### src/sv/lgc_pkg.sv
// ----------------------------------------------------------------------------
// lgc_pkg
// Types and constants of the lightmap gain and hue-preserving clamp block.
// ----------------------------------------------------------------------------
`default_nettype none

package lgc_pkg;

  localparam int CHAN_W             = 8;
  localparam int GAIN_W             = 16;
  localparam int PROD_W             = CHAN_W + GAIN_W;
  localparam int DIVIDEND_W         = 2 * CHAN_W;
  localparam int DIV_BITS_PER_STAGE = 2;
  localparam int DIV_STAGES         = CHAN_W / DIV_BITS_PER_STAGE;
  // Product stage, compare stage, divider stages, output register.
  localparam int LATENCY            = DIV_STAGES + 3;

  localparam logic [CHAN_W-1:0] CHAN_MAX   = 8'hFF;
  localparam logic [GAIN_W-1:0] GAIN_RESET = 16'd640;

  typedef struct packed {
    logic [CHAN_W-1:0] red_in;
    logic [CHAN_W-1:0] green_in;
    logic [CHAN_W-1:0] blue_in;
  } pixel_t;

  typedef struct packed {
    logic [CHAN_W-1:0] red_out;
    logic [CHAN_W-1:0] green_out;
    logic [CHAN_W-1:0] blue_out;
    logic              clamped;
  } result_t;

  // Pipeline payload through the divider. Index 2 is red, 1 green, 0 blue.
  // work holds {partial remainder, remaining dividend bits, quotient bits}.
  typedef struct packed {
    logic [2:0][DIVIDEND_W-1:0] work;
    logic [CHAN_W-1:0]          divisor;
    logic [2:0][CHAN_W-1:0]     plain;
    logic                       over;
  } pipe_t;

endpackage

`default_nettype wire

### src/sv/lgc_front.sv
// ----------------------------------------------------------------------------
// lgc_front
// Gain multiply, saturation detect, channel maximum and divider setup.
// ----------------------------------------------------------------------------
`default_nettype none

module lgc_front #(
  parameter int GAIN_FRAC_BITS = 8
) (
  input  logic                              clk,
  input  logic                              rst,
  input  logic                              in_valid,
  input  lgc_pkg::pixel_t                   pixel,
  input  logic [lgc_pkg::GAIN_W-1:0]        gain,
  output logic                              out_valid,
  output lgc_pkg::pipe_t                    out_data
);

  localparam logic [lgc_pkg::PROD_W-1:0] LIMIT =
    {16'd0, lgc_pkg::CHAN_MAX} << GAIN_FRAC_BITS;

  logic                                  a_valid;
  logic [2:0][lgc_pkg::CHAN_W-1:0]       a_chan;
  logic [2:0][lgc_pkg::PROD_W-1:0]       a_prod;
  logic [2:0][lgc_pkg::CHAN_W-1:0]       chan_in;
  logic [2:0][lgc_pkg::PROD_W-1:0]       a_prod_next;
  logic [lgc_pkg::CHAN_W-1:0]            max_rg;
  lgc_pkg::pipe_t                        out_data_next;

  assign chan_in = {pixel.red_in, pixel.green_in, pixel.blue_in};

  always_comb begin
    for (int c = 0; c < 3; c++) begin
      a_prod_next[c] = {16'd0, chan_in[c]} * {8'd0, gain};
    end
  end

  always_ff @(posedge clk) begin
    if (rst) begin
      a_valid <= 1'b0;
    end else begin
      a_valid <= in_valid;
    end
    a_chan <= chan_in;
    a_prod <= a_prod_next;
  end

  // The dividend chan * 255 is formed as (chan << 8) - chan.
  always_comb begin
    max_rg = (a_chan[1] > a_chan[2]) ? a_chan[1] : a_chan[2];
    out_data_next.divisor = (a_chan[0] > max_rg) ? a_chan[0] : max_rg;
    out_data_next.over = 1'b0;
    for (int c = 0; c < 3; c++) begin
      if (a_prod[c] > LIMIT) begin
        out_data_next.over = 1'b1;
      end
      out_data_next.plain[c] = a_prod[c][GAIN_FRAC_BITS +: lgc_pkg::CHAN_W];
      out_data_next.work[c]  = {a_chan[c], 8'd0} - {8'd0, a_chan[c]};
    end
  end

  always_ff @(posedge clk) begin
    if (rst) begin
      out_valid <= 1'b0;
    end else begin
      out_valid <= a_valid;
    end
    out_data <= out_data_next;
  end

endmodule

`default_nettype wire

### src/sv/lgc_div_stage.sv
// ----------------------------------------------------------------------------
// lgc_div_stage
// One registered slice of the restoring divider, all three channels at once.
// ----------------------------------------------------------------------------
`default_nettype none

module lgc_div_stage (
  input  logic           clk,
  input  logic           rst,
  input  logic           in_valid,
  input  lgc_pkg::pipe_t in_data,
  output logic           out_valid,
  output lgc_pkg::pipe_t out_data
);

  lgc_pkg::pipe_t            out_data_next;
  logic [lgc_pkg::CHAN_W:0]  trial;
  logic [lgc_pkg::CHAN_W:0]  remain;
  logic                      qbit;

  // Each step shifts one dividend bit into the remainder and one quotient
  // bit into the bottom of the work word.
  always_comb begin
    out_data_next = in_data;
    trial  = '0;
    remain = '0;
    qbit   = 1'b0;
    for (int s = 0; s < lgc_pkg::DIV_BITS_PER_STAGE; s++) begin
      for (int c = 0; c < 3; c++) begin
        trial = out_data_next.work[c][lgc_pkg::DIVIDEND_W-1:lgc_pkg::CHAN_W-1];
        if (trial >= {1'b0, in_data.divisor}) begin
          remain = trial - {1'b0, in_data.divisor};
          qbit   = 1'b1;
        end else begin
          remain = trial;
          qbit   = 1'b0;
        end
        out_data_next.work[c] = {remain[lgc_pkg::CHAN_W-1:0],
                                 out_data_next.work[c][lgc_pkg::CHAN_W-2:0], qbit};
      end
    end
  end

  always_ff @(posedge clk) begin
    if (rst) begin
      out_valid <= 1'b0;
    end else begin
      out_valid <= in_valid;
    end
    out_data <= out_data_next;
  end

endmodule

`default_nettype wire

### src/sv/lightmap_gamma_hue_preserving_clamp.sv
// ----------------------------------------------------------------------------
// lightmap_gamma_hue_preserving_clamp
// RGB gain with hue-preserving saturation, fully pipelined.
// ----------------------------------------------------------------------------
// A pixel is taken on every clock edge at which start is high and busy is
// low; busy is high only while reset is held, so one pixel per cycle can be
// fed without pause. Each pixel's result appears on result for exactly one
// cycle, flagged by done, after the beat has passed every pipeline stage. The
// receiver cannot stall the block and must take every result as it comes.
// The gain register is written through cfg_we and cfg_wdata and should only
// change while no pixel is in flight; it resets to 2.5 at eight fraction bits.
// ----------------------------------------------------------------------------
`default_nettype none

module lightmap_gamma_hue_preserving_clamp #(
  parameter int GAIN_FRAC_BITS = 8
) (
  input  logic                       clk,
  input  logic                       rst,
  input  logic                       start,
  output logic                       busy,
  input  lgc_pkg::pixel_t            pixel,
  input  logic                       cfg_we,
  input  logic [lgc_pkg::GAIN_W-1:0] cfg_wdata,
  output logic                       done,
  output lgc_pkg::result_t           result
);

  // Pipeline layout, one register per step:
  //   1. the three 8x16 gain products,
  //   2. the saturation compare, the channel maximum and the dividend
  //      chan * 255 for each channel,
  //   3..6. the restoring divider, two quotient bits per stage,
  //   7. the output register, which picks the truncated product or the
  //      scaled-down quotient.
  // Valid bits follow the data and nothing ever holds, so the rate is one
  // pixel per clock.

  logic [lgc_pkg::GAIN_W-1:0] gain;
  logic                       accept;

  logic                       stage_valid [lgc_pkg::DIV_STAGES+1];
  lgc_pkg::pipe_t             stage_data  [lgc_pkg::DIV_STAGES+1];

  lgc_pkg::result_t           result_next;

  assign busy   = rst;
  assign accept = start && !busy;

  // Gain register. The user must make writes only while the pipeline is empty; the block does not enforce it.
  always_ff @(posedge clk) begin
    if (rst) begin
      gain <= lgc_pkg::GAIN_RESET;
    end else if (cfg_we) begin
      gain <= cfg_wdata;
    end
  end

  lgc_front #(
    .GAIN_FRAC_BITS (GAIN_FRAC_BITS)
  ) u_front (
    .clk       (clk),
    .rst       (rst),
    .in_valid  (accept),
    .pixel     (pixel),
    .gain      (gain),
    .out_valid (stage_valid[0]),
    .out_data  (stage_data[0])
  );

  // The quotient never exceeds 255 because every channel is at most the
  // maximum, so only the low dividend byte needs quotient steps.
  for (genvar g = 0; g < lgc_pkg::DIV_STAGES; g++) begin : g_div
    lgc_div_stage u_div (
      .clk       (clk),
      .rst       (rst),
      .in_valid  (stage_valid[g]),
      .in_data   (stage_data[g]),
      .out_valid (stage_valid[g+1]),
      .out_data  (stage_data[g+1])
    );
  end

  // When no product is over the limit the truncated product is used as is.
  // A product of exactly 255.0 counts as not over. Otherwise the quotient
  // bits from the divider give chan * 255 / max, with the largest at 255.
  always_comb begin
    if (stage_data[lgc_pkg::DIV_STAGES].over) begin
      result_next.red_out   = stage_data[lgc_pkg::DIV_STAGES].work[2][lgc_pkg::CHAN_W-1:0];
      result_next.green_out = stage_data[lgc_pkg::DIV_STAGES].work[1][lgc_pkg::CHAN_W-1:0];
      result_next.blue_out  = stage_data[lgc_pkg::DIV_STAGES].work[0][lgc_pkg::CHAN_W-1:0];
      result_next.clamped   = 1'b1;
    end else begin
      result_next.red_out   = stage_data[lgc_pkg::DIV_STAGES].plain[2];
      result_next.green_out = stage_data[lgc_pkg::DIV_STAGES].plain[1];
      result_next.blue_out  = stage_data[lgc_pkg::DIV_STAGES].plain[0];
      result_next.clamped   = 1'b0;
    end
  end

  always_ff @(posedge clk) begin
    if (rst) begin
      done <= 1'b0;
    end else begin
      done <= stage_valid[lgc_pkg::DIV_STAGES];
    end
    result <= result_next;
  end

endmodule

`default_nettype wire

### config.mk
export PLATFORM = sky130hd
export DESIGN_NAME = lightmap_gamma_hue_preserving_clamp
export DESIGN_NICKNAME = d
export VERILOG_FILES = /design/src/sv/lgc_pkg.sv /design/src/sv/lgc_front.sv /design/src/sv/lgc_div_stage.sv /design/src/sv/lightmap_gamma_hue_preserving_clamp.sv
export SDC_FILE = /design/constraint.sdc
export NUM_CORES = 2
export LEC_CHECK = 0
export BUFFER_PORTS_ARGS = -buffer_cell sky130_fd_sc_hd__buf_2
export CELL_PAD_IN_SITES_DETAIL_PLACEMENT = 1
export CELL_PAD_IN_SITES_GLOBAL_PLACEMENT = 2
export CORE_MARGIN = 5
export CORE_UTILIZATION = 30
export DETAILED_ROUTE_END_ITERATION = 10
export PLACE_DENSITY = 0.64
export SLEW_MARGIN = 40
export SYNTH_ARGS = -nofsm -noshare
export SYNTH_HDL_FRONTEND = slang
export SYNTH_SLANG_ARGS = --single-unit
### constraint.sdc
create_clock -name clk -period 7.15 [get_ports clk]
set_input_delay 1.43 -clock clk [delete_from_list [all_inputs] [get_ports clk]]
set_output_delay 1.43 -clock clk [all_outputs]
set_load 0.03 [all_outputs]
==> run summary <==
Max Cap Violations - 0
Synth Flop Type - dfxtp_1
Synth Area in Compound Gates - 0.108
Status - completed
Die Y - 346 um
Layout cells sized above 1 - 0.0985
Syn Nets - 4125
Chip Width - 346 um
Port Buf Inserts - 70
Cell area power density - 483 mW/mm2
CTS root buffer - clkbuf_16
Post-cts resize count - 0
Slew margin rel. - 0.484
Arr. time, crit path - 6.25 ns
Post-synth top area cell - dfxtp_1
Gr usage total - 0.149
Final wirelength - 89600 um
Number of diodes - 0
Hold buffers post-CTS - 0
Post-placement cell area - 0.0360 mm2
Fin. max-slew vios - 0
Row count - 123
First-pass GRT wire length - 144000 um
Routability congestion estimate - 0.783
Area Growth Syn to Fin - 12.3%
Worst R2R Path Depth - 15
Vias per cell - 4.59
Final setup fails - 0
Switching power - 7.64 mW
Unique cell type count in the Yosys netlist - 80
Startpoint Class - input pin
Asr flop ratio synth - 0
Drt first-iter violations - 645
Post-synthesis register bit count - 517
Starting Density - 0.301
Most frequent cells in the layout - dfxtp_1, inv_1, ha_1
CTS tree - built
Clock latency at the later pin of the worst-skew pair - 0.65 ns
Post-route setup slack - 1.42 ns
Routed Antenna Nets - 0
Maximum clock insertion buffer count - 3
Initial antenna violation count - 1
Clk slew on worst S/H paths - 0.06 ns
Total placed cells including tap cells - 4983
Via count - 23400
Power share of the combinational group - 0.579
Area share of fa/ha/maj cells after synthesis - 0.288
Synth Warn # - 0
Final standard cell area without fillers - 0.0380 mm2
Hold wc startpoint - g_div[0].u_div.out_data[69]
FF-to-FF Start - gain[6]
Mux cell area share after synthesis - 0.0549
TritonCTS Buffers - 58
Share of the synthesized area in the top cell type - 0.306
Pre-CTS setup slack - 0.718 ns
Vias in the first global route - 25700
Worst Hold Class - reg -> reg
Worst vdd ir - 227 uV
DR pass1 iterations - 5
Xor/xnor share of the synthesized area - 0.0417
Int Pwr - 10.7 mW
Fill count - 12900
Number of remaining DRC errors - 0
Largest family of logic cells by synthesized area - adder cells
Pwr Total - 18.3 mW
Post-Route Setup TNS - 0 ns
Reg-to-reg endpoint - u_front.a_prod[44]
Internal reg-to-reg setup slack - 1.67 ns
H-tree Lvls - 2
Max Clock Skew - 0.0355 ns
Die ar. - 0.120 mm2
Core box area - 0.112 mm2
Postcts setup bufs - 0
Layout Utilization - 0.338
Clock power share - 0.170
Max FO, Critical Path - 17
Sw frac - 0.416
Final Non-Filler Cells - 5093
Post-Syn Area - 0.0338 mm2
RSZ-0062 raised after global routing - false
Synth Area in Simple Gates - 0.140
Hold_ws - 0.317 ns
Dpl hpwl - 71700 um
Worst-Margin Slew - 0.773 ns
WP data required - 7.67 ns
Post-synthesis sequential area ratio - 0.306
WS Path Type - in -> reg
Clk sinks - 517
Maximum clock frequency - 0.174 GHz
Top post-synthesis cells by area - dfxtp_1, fa_1, ha_1, and2_1, inv_1
Worst Setup End Kind - flip-flop
Worst Hold Depth - 0
Post-synth EDFFs - 0
Fin crit share - 0.802
Nets - 4203
Sequential power share - 0.251
End of the worst hold path - g_div[1].u_div.out_data[71]
Leakage - 17.7 nW
Avg Synthesized Cell Area - 9.77 um2
Clock period minus worst slack - 5.73 ns
Most common cell after layout, fill and taps aside - dfxtp_1
Syn Inst Count - 3465
Final-report hold violation count - 0
IO Count - 71
Grt ovf - 0
Largest net degree at the start of global routing - 26
Per-cell routed wire length - 17.6 um
-- final cells by class --
cell class | instances | area, um2 | area share
repair buffers | 91 | 508 | 0.0134
clock inverters | 40 | 472 | 0.0124
multi-input cells | 2400 | 21400 | 0.564
clock buffers | 70 | 1580 | 0.0415
flip-flops and latches | 517 | 10400 | 0.272
well taps | 1500 | 1880 | 0.0494
inverters | 475 | 1780 | 0.0469
-- power by group through the flow --
stage,Combinational (mW),Sequential (mW),Clock [mW]
2_1_floorplan,8.16,4.47,0
4_1_cts,10.8,4.65,3.25
6_report,10.6,4.60,3.13
3_3_place_gp,10.7,4.69,0
3_5_place_dp,10.7,4.70,0
5_1_grt,12.0,4.72,3.37
-- synthesized netlist by cell type (5+ instances only) --
library cell	count
a211o_1	9
a211oi_1	19
a21boi_0	11
a21o_1	66
a21oi_1	160
a221oi_1	5
a31o_2	5
a31oi_1	15
and2_1	330
and3_1	13
and4_1	6
clkbuf_1	69
dfxtp_1	517
fa_1	273
ha_1	343
inv_1	473
mux2_2	124
mux2i_1	46
nand2_1	186
nand2b_1	24
nand3_1	28
nand4_1	35
nor2_1	147
nor2b_1	44
nor3_1	34
nor4_1	21
o211ai_1	17
o21a_1	36
o21ai_0	115
o21bai_1	19
o31a_1	10
o31ai_1	8
or3_1	11
xnor2_1	121
xor2_1	40
-- layer usage --
layer	wire length (um)	vias up	GRT usage
li1	-	11600	-
met1	41100	11500	0.192
met2	45000	176	0.271
met3	1870	70	0.0148
met4	1650	0	0.0341
met5	0	-	0
-- how the worst max path moves through the flow --
stage | from | endpoint | cells after the start
floorplan | pixel[15] | u_front.a_prod[44] | 16
global placement | pixel[15] | u_front.a_prod[44] | 16
detailed placement | pixel[15] | u_front.a_prod[44] | 16
CTS | pixel[15] | u_front.a_prod[44] | 16
global route | pixel[15] | u_front.a_prod[44] | 16
finish | pixel[15] | u_front.a_prod[44] | 17
-- state kept, by name, summed over array words and instances, names as in the netlist --
register               count
done                       1
g_div.u_div.out_data     292
g_div.u_div.out_valid      4
gain                      16
result                    25
u_front.a_chan            24
u_front.a_prod            72
u_front.a_valid            1
u_front.out_data          81
u_front.out_valid          1
-- worst max-delay path: stages --
cell       delay, ns
buf_2           0.27
nand2_1         0.13
fa_1            0.55
fa_1            0.54
inv_1           0.06
fa_1            0.53
inv_1           0.05
fa_1            0.52
inv_1           0.04
ha_1            0.35
a21o_1          0.19
a2111oi_0       0.46
a221oi_1        0.15
a21oi_1         0.22
o21ai_1         0.21
and4b_1         0.23
or3_1           0.30
-- cell families after synthesis --
family,after synthesis
AND/OR/NAND/NOR,899
XOR/XNOR,161
multiplexers,170
AO/OA/AOI/OAI,554
buffers and inverters,548
flip-flops,517
adder cells (fa/ha/maj),616
(Power assumes the default switching activity.)
